$ cat config.mk
export PLATFORM = sky130hd
export DESIGN_NAME = client_ack_window_tracker
export DESIGN_NICKNAME = d
export VERILOG_FILES = /design/src/rtl/core/cawt_pkg.sv /design/src/rtl/core/cawt_track.sv /design/src/rtl/core/client_ack_window_tracker.sv
export SDC_FILE = /design/constraint.sdc
export NUM_CORES = 2
export LEC_CHECK = 0
export BUFFER_PORTS_ARGS = -buffer_cell sky130_fd_sc_hd__buf_4
export CAP_MARGIN = 10
export CORE_MARGIN = 2
export CORE_UTILIZATION = 57
export DETAILED_ROUTE_END_ITERATION = 10
export GPL_TIMING_DRIVEN = 1
export PLACE_DENSITY = 0.78
export SETUP_SLACK_MARGIN = 0.4
export SYNTH_ARGS = -nofsm -noshare
export SYNTH_HDL_FRONTEND = slang
export SYNTH_SLANG_ARGS = --single-unit
$ cat constraint.sdc
create_clock -name clk -period 23.3 [get_ports clk]
set_clock_uncertainty 0.2 [all_clocks]
set_input_delay 1.165 -clock clk [delete_from_list [all_inputs] [get_ports clk]]
set_output_delay 1.165 -clock clk [all_outputs]
set_load 0.005 [all_outputs]
$ cat src/rtl/core/cawt_pkg.sv
// Shared types and constants for the client ack window tracker.
package cawt_pkg;

	localparam logic [2:0] OP_CONNECT    = 3'd0;
	localparam logic [2:0] OP_DISCONNECT = 3'd1;
	localparam logic [2:0] OP_PING       = 3'd2;
	localparam logic [2:0] OP_STATS      = 3'd3;

	localparam logic [1:0] KIND_VERDICT = 2'd0;
	localparam logic [1:0] KIND_PONG    = 2'd1;
	localparam logic [1:0] KIND_STATS   = 2'd2;

	localparam int IN_DATA_W  = 56;
	localparam int OUT_DATA_W = 216;

	typedef struct packed {
		logic [15:0] newest;
		logic [31:0] out_seq;
		logic [31:0] received;
		logic [31:0] dropped;
		logic [31:0] late;
	} entry_cnt_t;

endpackage

$ cat src/rtl/core/cawt_track.sv
// Ack window update and counter bookkeeping for one message of one client.
module cawt_track #(
	parameter int WINDOW_BITS = 32
) (
	input  logic [WINDOW_BITS-1:0] window,
	input  cawt_pkg::entry_cnt_t   cnt,
	input  logic [15:0]            seq_id,
	output logic [WINDOW_BITS-1:0] window_next,
	output cawt_pkg::entry_cnt_t   cnt_next
);
	import cawt_pkg::*;

	localparam int SW = (WINDOW_BITS > 1) ? $clog2(WINDOW_BITS) : 1;
	localparam int CW = $clog2(WINDOW_BITS + 1);
	localparam logic [15:0] WLIM = 16'(WINDOW_BITS);
	localparam logic [WINDOW_BITS-1:0] ONES = '1;
	localparam logic [WINDOW_BITS-1:0] ONE = WINDOW_BITS'(1);

	logic                   ahead;
	logic                   behind;
	logic [15:0]            fwd;
	logic [15:0]            back;
	logic [15:0]            fwd_m1;
	logic [15:0]            back_m1;
	logic                   fwd_in;
	logic                   fwd_set;
	logic                   back_in;
	logic [WINDOW_BITS-1:0] leave_mask;
	logic [WINDOW_BITS-1:0] lost_vec;
	logic [CW-1:0]          lost_cnt;
	logic [WINDOW_BITS-1:0] shifted;
	logic [WINDOW_BITS-1:0] set_fwd;

	assign ahead   = seq_id > cnt.newest;
	assign behind  = seq_id < cnt.newest;
	assign fwd     = seq_id - cnt.newest;
	assign back    = cnt.newest - seq_id;
	assign fwd_m1  = fwd - 16'd1;
	assign back_m1 = back - 16'd1;
	assign fwd_in  = fwd < WLIM;
	assign fwd_set = fwd <= WLIM;
	assign back_in = back <= WLIM;

	// Bits that fall off the top of the window on a forward jump.
	assign leave_mask = fwd_in ? ~(ONES >> fwd[SW-1:0]) : ONES;
	assign lost_vec   = ~window & leave_mask;
	assign lost_cnt   = CW'($countones(lost_vec));
	assign shifted    = fwd_in ? (window << fwd[SW-1:0]) : '0;
	assign set_fwd    = fwd_set ? (ONE << fwd_m1[SW-1:0]) : '0;

	always_comb begin
		cnt_next = cnt;
		window_next = window;
		cnt_next.received = cnt.received + 32'd1;
		if (behind) begin
			cnt_next.late = cnt.late + 32'd1;
			if (back_in) begin
				window_next = window | (ONE << back_m1[SW-1:0]);
			end
		end else if (ahead) begin
			cnt_next.dropped = cnt.dropped + 32'(lost_cnt);
			window_next = shifted | set_fwd;
			cnt_next.newest = seq_id;
		end
	end

endmodule

$ cat src/rtl/core/client_ack_window_tracker.sv
// Top level of the client ack window tracker: client table, input stage and result register.
//
// Channel   Dir  Fields (low bit first)
// s_axis    in   opcode[2:0], client_key[34:3], seq_id[50:35]
// m_axis    out  reply_kind[1:0], reply_client[33:2], ack_bits[65:34], newest_seen[81:66],
//                reply_seq[113:82], received_count[145:114], dropped_count[177:146],
//                late_count[209:178]
//
// An item is held in the input stage, where the table lookup, window update and
// counter updates happen, and its result is then registered in the output register.
// One item is accepted per cycle while the output register is free or being drained.
// The table lookup and write-back close in the same cycle, so each item sees the
// updates of the one before it. Reset clears all valid bits and both stage flags.
// A waiting result stalls the input stage, which holds one more item.
module client_ack_window_tracker #(
	parameter int CLIENT_SLOTS = 16,
	parameter int WINDOW_BITS  = 32
) (
	input  logic                             clk,
	input  logic                             arst_n,
	input  logic                             s_axis_tvalid,
	output logic                             s_axis_tready,
	// opcode, client_key, seq_id, zero fill
	input  logic [cawt_pkg::IN_DATA_W-1:0]   s_axis_tdata,
	output logic                             m_axis_tvalid,
	input  logic                             m_axis_tready,
	// reply_kind, reply_client, ack_bits, newest_seen, reply_seq, received_count,
	// dropped_count, late_count, zero fill
	output logic [cawt_pkg::OUT_DATA_W-1:0]  m_axis_tdata
);
	import cawt_pkg::*;

	localparam int IDX_W = (CLIENT_SLOTS > 1) ? $clog2(CLIENT_SLOTS) : 1;
	localparam logic [WINDOW_BITS-1:0] ONES = '1;

	logic                   valid_s1;
	logic [2:0]             opcode_s1;
	logic [31:0]            key_s1;
	logic [15:0]            seq_s1;

	logic                   entry_valid_q [CLIENT_SLOTS];
	logic [31:0]            entry_key_q [CLIENT_SLOTS];
	logic [WINDOW_BITS-1:0] entry_window_q [CLIENT_SLOTS];
	entry_cnt_t             entry_cnt_q [CLIENT_SLOTS];

	logic                   out_valid_q;
	logic [OUT_DATA_W-1:0]  out_data_q;

	logic                   in_accept;
	logic                   go;
	logic                   hit;
	logic [IDX_W-1:0]       hit_idx;
	logic                   free;
	logic [IDX_W-1:0]       free_idx;
	logic                   is_connect;
	logic                   is_disc;
	logic                   fresh;
	logic                   tracked;
	logic                   emit;
	logic [IDX_W-1:0]       slot;
	logic [WINDOW_BITS-1:0] cur_win;
	entry_cnt_t             cur_cnt;
	logic [WINDOW_BITS-1:0] win_next;
	entry_cnt_t             cnt_next;
	entry_cnt_t             cnt_wr;
	logic [1:0]             kind;
	logic [31:0]            rep_received;
	logic [31:0]            rep_dropped;
	logic [31:0]            rep_late;

	assign in_accept     = s_axis_tvalid && s_axis_tready;
	assign go            = valid_s1 && (!out_valid_q || m_axis_tready);
	assign s_axis_tready = !valid_s1 || go;

	always_ff @(posedge clk or negedge arst_n) begin
		if (!arst_n) begin
			valid_s1 <= 1'b0;
		end else if (in_accept) begin
			valid_s1 <= 1'b1;
		end else if (go) begin
			valid_s1 <= 1'b0;
		end
	end

	always_ff @(posedge clk) begin
		if (in_accept) begin
			opcode_s1 <= s_axis_tdata[2:0];
			key_s1 <= s_axis_tdata[34:3];
			seq_s1 <= s_axis_tdata[50:35];
		end
	end

	always_comb begin
		hit = 1'b0;
		hit_idx = '0;
		free = 1'b0;
		free_idx = '0;
		for (int i = CLIENT_SLOTS - 1; i >= 0; i--) begin
			if (entry_valid_q[i] && entry_key_q[i] == key_s1) begin
				hit = 1'b1;
				hit_idx = IDX_W'(i);
			end
			if (!entry_valid_q[i]) begin
				free = 1'b1;
				free_idx = IDX_W'(i);
			end
		end
	end

	assign is_connect = opcode_s1 == OP_CONNECT;
	assign is_disc    = opcode_s1 == OP_DISCONNECT;
	assign fresh      = is_connect && !hit && free;
	assign slot       = hit ? hit_idx : free_idx;
	assign tracked    = valid_s1 && ((hit && !is_disc) || fresh);
	assign emit       = tracked && (is_connect || opcode_s1 == OP_PING || opcode_s1 == OP_STATS);

	always_comb begin
		if (fresh) begin
			cur_win = ONES;
			cur_cnt = '{newest: seq_s1, default: '0};
		end else begin
			cur_win = entry_window_q[slot];
			cur_cnt = entry_cnt_q[slot];
		end
	end

	cawt_track #(
		.WINDOW_BITS(WINDOW_BITS)
	) u_track (
		.window     (cur_win),
		.cnt        (cur_cnt),
		.seq_id     (seq_s1),
		.window_next(win_next),
		.cnt_next   (cnt_next)
	);

	always_comb begin
		cnt_wr = cnt_next;
		cnt_wr.out_seq = cnt_next.out_seq + 32'(emit);
	end

	always_ff @(posedge clk or negedge arst_n) begin
		if (!arst_n) begin
			for (int i = 0; i < CLIENT_SLOTS; i++) begin
				entry_valid_q[i] <= 1'b0;
			end
		end else if (go) begin
			if (fresh) begin
				entry_valid_q[slot] <= 1'b1;
			end else if (is_disc && hit) begin
				entry_valid_q[hit_idx] <= 1'b0;
			end
		end
	end

	always_ff @(posedge clk) begin
		if (go && tracked) begin
			entry_window_q[slot] <= win_next;
			entry_cnt_q[slot] <= cnt_wr;
			if (fresh) begin
				entry_key_q[slot] <= key_s1;
			end
		end
	end

	always_comb begin
		case (opcode_s1)
			OP_CONNECT: kind = KIND_VERDICT;
			OP_PING:    kind = KIND_PONG;
			default:    kind = KIND_STATS;
		endcase
	end

	assign rep_received = (kind == KIND_STATS) ? cnt_next.received : 32'd0;
	assign rep_dropped  = (kind == KIND_STATS) ? cnt_next.dropped : 32'd0;
	assign rep_late     = (kind == KIND_STATS) ? cnt_next.late : 32'd0;

	always_ff @(posedge clk or negedge arst_n) begin
		if (!arst_n) begin
			out_valid_q <= 1'b0;
		end else if (go) begin
			out_valid_q <= emit;
		end else if (m_axis_tready) begin
			out_valid_q <= 1'b0;
		end
	end

	always_ff @(posedge clk) begin
		if (go && emit) begin
			out_data_q <= {6'd0, rep_late, rep_dropped, rep_received, cur_cnt.out_seq,
				cnt_next.newest, 32'(win_next), key_s1, kind};
		end
	end

	assign m_axis_tvalid = out_valid_q;
	assign m_axis_tdata  = out_data_q;

	assert property (@(posedge clk) disable iff (!arst_n)
		(go && fresh) |=> entry_valid_q[$past(free_idx)])
		else $error("New connection did not take its slot.");

	assert property (@(posedge clk) disable iff (!arst_n)
		(go && is_disc && hit) |=> !entry_valid_q[$past(hit_idx)])
		else $error("Disconnect left the entry valid.");

	assert property (@(posedge clk) disable iff (!arst_n)
		$rose(out_valid_q) |-> $past(go && emit))
		else $error("Result appeared without a reply-producing transaction.");

	assert property (@(posedge clk) disable iff (!arst_n)
		(valid_s1 && out_valid_q && !m_axis_tready) |=> (valid_s1 && $stable(key_s1)))
		else $error("Input stage moved while the result register was blocked.");

endmodule
# Yosys cells after proc, flatten, opt, wreduce, memory -nomap -nowiden
# Memories as Yosys holds them, arrays and structs flattened.
# Index checks and enable logic that the tools add are counted.
# W data, S select, Z words.
[classes] reduce_logical=42 order_cmp=9 n_mux=94 addsub=39 shift=4 eq_ne=20 n_bitwise=10
[ops] op="$eq A32 B32 Y1" count=16
[ops] op="$mux W32" count=10
[ops] op="$mux W144" count=1
[ops] op="$mux W4" count=33
[ops] op="$add A6 B6 Y6" count=15
[ops] op="$add A32 B1 Y32 const B" count=2
[ops] op="$mux W16" count=4
[ops] op="$not A32 Y32" count=2
[ops] op="$or A32 B32 Y32" count=2
[ops] op="$shl A1 B5 Y32 const A" count=2
[ops] op="$mux W1" count=43
[ops] op="$add A1 B1 Y2" count=16
[ops] op="$add A32 B1 Y32" count=1
[ops] op="$add A32 B6 Y32" count=1
[ops] op="$and A32 B32 Y32" count=1
[ops] op="$le A16 B6 Y1 const B" count=2
[ops] op="$shl A32 B5 Y32" count=1
[ops] op="$shr A32 B5 Y32 const A" count=1
[ops] op="$sub A16 B16 Y16" count=2
[ops] op="$logic_and A1 B1 Y1" count=28
[ops] op="$and A16 B16 Y16" count=1
[ops] op="$gt A16 B16 Y1" count=1
[ops] op="$lt A16 B16 Y1" count=1
[ops] op="$lt A16 B6 Y1 const B" count=1
[ops] op="other kinds (16)" count=31
[word_totals] ff_bits=279 mem_count=3 word_cells=244 ram_bits=3328 in_bits=60 out_inout_bits=218
[mem_list] memory="entry_cnt_q" words=16 word_bits=144 read_ports=1 rd_clocked_by_memory_dff=0 wr=1 line_no="client_ack_window_tracker.sv:44" rtl="entry_cnt_t entry_cnt_q [CLIENT_SLOTS];"
[mem_list] memory="entry_key_q" words=16 word_bits=32 read_ports=16 rd_clocked_by_memory_dff=0 wr=1 line_no="client_ack_window_tracker.sv:42" rtl="logic [31:0] entry_key_q [CLIENT_SLOTS];"
[mem_list] memory="entry_window_q" words=16 word_bits=32 read_ports=1 rd_clocked_by_memory_dff=0 wr=1 line_no="client_ack_window_tracker.sv:43" rtl="logic [WINDOW_BITS-1:0] entry_window_q [CLIENT_SLOTS];"

# Depth between registers and ports, before layout
# An unclocked memory read counts as a cell.
[logic_depth] word_depth=36 depth_mapped=69 depth_no_buf=55

# Hierarchy
# From an unflattened synthesis, not the netlist that was laid out.
[hier_totals] hier_cells=10809 hier_area_um2=152647.7
[by_module_without_submodules] mod="client_ack_window_tracker" instances=1 cells_per_inst=9622 seq_area_each_um2=108223.8 area_per_inst_um2=144696.3
[by_module_without_submodules] mod="cawt_track" instances=1 cells_per_inst=1187 seq_area_each_um2=0.0 area_per_inst_um2=7951.4

# Least setup slack after synthesis
# OpenSTA, ideal clock, no wires.
[synth_path] kind="register -> register" start="reg key_s1[27]" end="mem entry_cnt_q[10][0] (netlist name), enable pin" required_time_ps=21957 setup_time_ps=1143 arrival_time_ps=21244 setup_slack_ps=713 n_path_buf=15 period_less_slack_ps=22587 path_stages_with_launch=25 path_cell_list="edfxtp_1 -> buf_4 -> buf_6 -> xor2_1 -> nor4_1 -> nand4_1 -> or4_1 -> and4b_4 -> nand4_4 -> or2_2 -> buf_4 -> nand2_4 -> buf_8 -> buf_8 -> buf_6 -> buf_6 -> buf_2 -> buf_2 -> buf_2 -> buf_2 -> buf_2 -> buf_2 -> buf_2 -> buf_1 -> nor4_1"
[synth_between] elab_chain_cells=26 word_cells_on_any_way=74 cone_classes="16 x eq/ne; 35 x mux; 23 x reduce/logical"
[synth_lines] item="from (decl)" line_no="client_ack_window_tracker.sv:38" rtl="logic [31:0] key_s1;"
[synth_lines] item="from (signal assigned)" line_no="client_ack_window_tracker.sv:88" rtl="key_s1 <= s_axis_tdata[34:3];"
[synth_lines] item="$eq A32 B32 Y1" line_no="client_ack_window_tracker.sv:99" rtl="if (entry_valid_q[i] && entry_key_q[i] == key_s1) begin"
[synth_lines] item="$logic_and A1 B1 Y1" line_no="client_ack_window_tracker.sv:99"
[synth_lines] item="$mux W1 (16 in series)" line_no="client_ack_window_tracker.sv:99"
[synth_lines] item="$logic_not A1 Y1" line_no="client_ack_window_tracker.sv:112" rtl="assign fresh = is_connect && !hit && free;"
[synth_lines] item="$logic_and A1 B1 Y1 (2 in series)" line_no="client_ack_window_tracker.sv:112"
[synth_lines] item="$logic_or A1 B1 Y1" line_no="client_ack_window_tracker.sv:114" rtl="assign tracked = valid_s1 && ((hit && !is_disc) || fresh);"
[synth_lines] item="$logic_and A1 B1 Y1" line_no="client_ack_window_tracker.sv:114"
[synth_lines] item="$logic_and A1 B1 Y1" line_no="client_ack_window_tracker.sv:157" rtl="if (go && tracked) begin"
[synth_lines] item="$mux W1" line_no="client_ack_window_tracker.sv:157"
[synth_lines] item="$mux W1 (implied by the code)" line_no="client_ack_window_tracker.sv:159" rtl="entry_cnt_q[slot] <= cnt_wr;"
[synth_lines] item="to (decl)" line_no="client_ack_window_tracker.sv:44"
# Parallel ways exist; a longest one is shown, timed or not.

==> results by group <==
Global routing
  – Initial antenna violation count: 23
  – GRT Total Usage: 0.328
  – Congestion Overflow GR: 0
  – Largest net degree at the start of global routing: 169
  – First-pass GRT wire length: ~670 mm
  – Vias in the first global route: 100000

Final layout
  – Layout cell share with drive strength beyond 1: 0.108
  – Syn-to-layout area delta: 10.9%
  – Final instance area: 172000 um^2
  – Nets@finish: 11700

Timing
  – Fin crit share: 0.819
  – Max-slew violations: 0
  – Unrepaired setup endpoints after global routing: false
  – Min cycle time layout: 19.09 ns
  – Hold Vio Cnt, Final: 0
  – Setup Viol. Count Final: 0
  – Actual slew at the worst max-slew pin: 1.31 ns
  – Worst rel slew slack: 0.119
  – Final TNS setup: 0 ns
  – F_max: approximately 0.052 GHz

Clock network
  – Clock Tree Buf Depth: 4
  – CTS tree: yes
  – Clk slew on worst S/H paths: approximately 0.06 ns
  – Post-cts resize count: 0
  – Clock Sinks: about 3600
  – Worst skew pair latency: around 0.95 ns
  – CTS root buffer: clkbuf_16
  – Post-CTS Hold Fix Bufs: 1
  – Total CTS buffers: 352
  – Post-CTS Setup Bufs: 0
  – CTS H-Tree Depth: 5

Route
  – WL per Instance: ~30 um
  – Via/cell ratio: ~6.7
  – DR iter-0 viols: 15900
  – Drt pass-1 iters: 9
  – Vias: 103000
  – DRC Markers: 0
  – ANT nets after route: 0
  – DRT Wirelength: 464 mm

Synthesis
  – Average size of a mapped cell: between 10 and 15 um^2
  – Cell Area, Synth: about 150000 um^2
  – Dominant cell by count in the synthesized netlist: edfxtp_1
  – Ys async rst share: 0.00499
  – Top post-synthesis cells by area: edfxtp_1, nand2_1, xor2_1, nand3_1, mux2i_1
  – Yosys cell types: 122
  – Ys flop type: edfxtp_1
  – Number of enable flip-flop cells after synthesis: 3589
  – Post-synth top area cell: edfxtp_1
  – Ys Warns: 0
  – Synth top area share: 0.696
  – Seq/Total Area, Yosys: 0.699
  – Post-synth top cells: edfxtp_1, nand2_1, nand3_1
  – Register bit total from synthesis: 3607
  – Cells after Synth: 11300

Floorplanning
  – I/O Pins: 278
  – Die width: roughly 530 um
  – CORE AREA: 271000 um^2
  – Row Count: ~190
  – Starting Density: 0.573
  – Die Height: 525 um
  – Die Footprint: 276000 um^2

Min path
  – Hold Startpoint: s_axis_tdata[30]
  – Worst Hold Class: input port to register

Run
  – Max-Cap Viols: 0

Power and ir drop
  – Peak supply drop: around 0.35 mV
  – Lkg Pwr: 58.8 nW
  – Power Dens Cells: 108 nW/um^2

Critical path
  – Worst EP arrival: 19.47 ns
  – CP Class: register to register
  – Critical Path Fanout Max: 130
  – Worst r2r src: key_s1[5]
  – Crit end category: register
  – Worst path slowest cell: edfxtp_1
  – Startpoint types: register
  – Max incr delay on CP: 0.93 ns
  – Crit. Startpoint: key_s1[5]
  – CP required: between 20 and 25 ns

Placed design
  – Placer Congestion: 0.963
  – HPWL Detailed: 254 mm
  – Count of input and output buffers: 266
  – DP Area: 160000 um^2

Outcome
  – Status: finished, final reports clean
[final timing paths]
| kind | endpoint | slack, ns | depth (start not counted) |
|---|---|---|---|
| worst min-delay path | key_s1[27] | 0.20 | 1 |
| max in group asynchronous | valid_s1 | 22.05 | 2 |
| worst max-delay path | entry_cnt_q[2][60] | 4.21 | 57 |
| worst max register to register | entry_cnt_q[2][60] | 4.21 | 57 |
| min in group asynchronous | entry_valid_q[0] | 0.62 | 2 |
| worst min register to register | m_axis_tdata[27] | 0.26 | 0 |
[registers in the layout (all words and copies together) (netlist names)]
register and cells:
entry_cnt_q 2304, entry_key_q 512, entry_window_q 512, m_axis_tdata 210
key_s1 32, entry_valid_q 16, seq_s1 16, opcode_s1 3
m_axis_tvalid 1, valid_s1 1
[metal layers]
metal	vias up	share of wire	global-route usage
met5	-	0.00028	0
met4	18	0.053	0.156
met3	1408	0.13	0.0742
met2	7854	0.46	0.508
met1	51000	0.36	0.441
li1	43100	-	-
[final cells by class]
cell class,count,area (um^2)
Timing Repair Buffer,592,4760
Sequential cell,3607,108000
Inverter,129,487
Clock inverter,205,2310
Antenna cell,9,22.5
Clock buffer,423,9170
Fill cell,18900,98700
Multi-Input combinational cell,6854,42400
Tap cell,3570,4470
[critical path, delay by kind of cell (launching register included)]
kind / cells / cell delay (ns)
simple gates: 18 / 6.15
xor+xnor: 3 / 1.14
compound gates: 15 / 3.02
flops: 1 / 0.93
fa+ha+maj: 10 / 4.02
buf+inv: 11 / 2.99
[power breakdown]
group          internal, mW  total, mW  switching, mW
logic                  1.48       4.67           3.19
registers              8.08       8.10         0.0192
clock network          3.25       5.71           2.46
[cells by family after synthesis]
family                   Yosys count  share of synthesized area
AO/OA/AOI/OAI                   1539                     0.0693
adder cells (fa/ha/maj)           96                    0.00916
multiplexers                     375                     0.0250
other                              1                  0.0000242
buffers and inverters            878                     0.0308
XOR/XNOR                         679                     0.0384
flip-flops                      3607                      0.699
AND/OR/NAND/NOR                 4159                      0.129
[cells in the final DEF, fill, tap and decap left out, drive strengths merged, types with 40 or more instances in the layout]
master and count:
a211o 48, a211oi 407, a21boi 64, a21o 52
a21oi 190, a31oi 202, and2 91, and3 409
buf 591, clkbuf 423, clkinv 150, edfxtp 3589
ha 67, inv 136, mux2i 333, nand2 1921
nand3 856, nand4 86, nor2 237, nor3 115
nor4 227, o211ai 40, o21ai 217, o22ai 57
xnor2 171, xor2 508
[through the flow]
step                      total power, mW   util  hold WS [ns]  setup slack [ns]  std cells
after floorplan                      11.3      -         0.312             0.713      11300
after global placement               12.6  0.592         0.230              5.10      14700
after detailed placement             12.7  0.592         0.244              4.84      14700
after CTS                            18.4  0.635         0.151              4.69      15400
after global routing                 19.1  0.635         0.169              3.54      15400
final                                18.5  0.635         0.202              4.21      15400
Power figures use the tool's default switching activity.
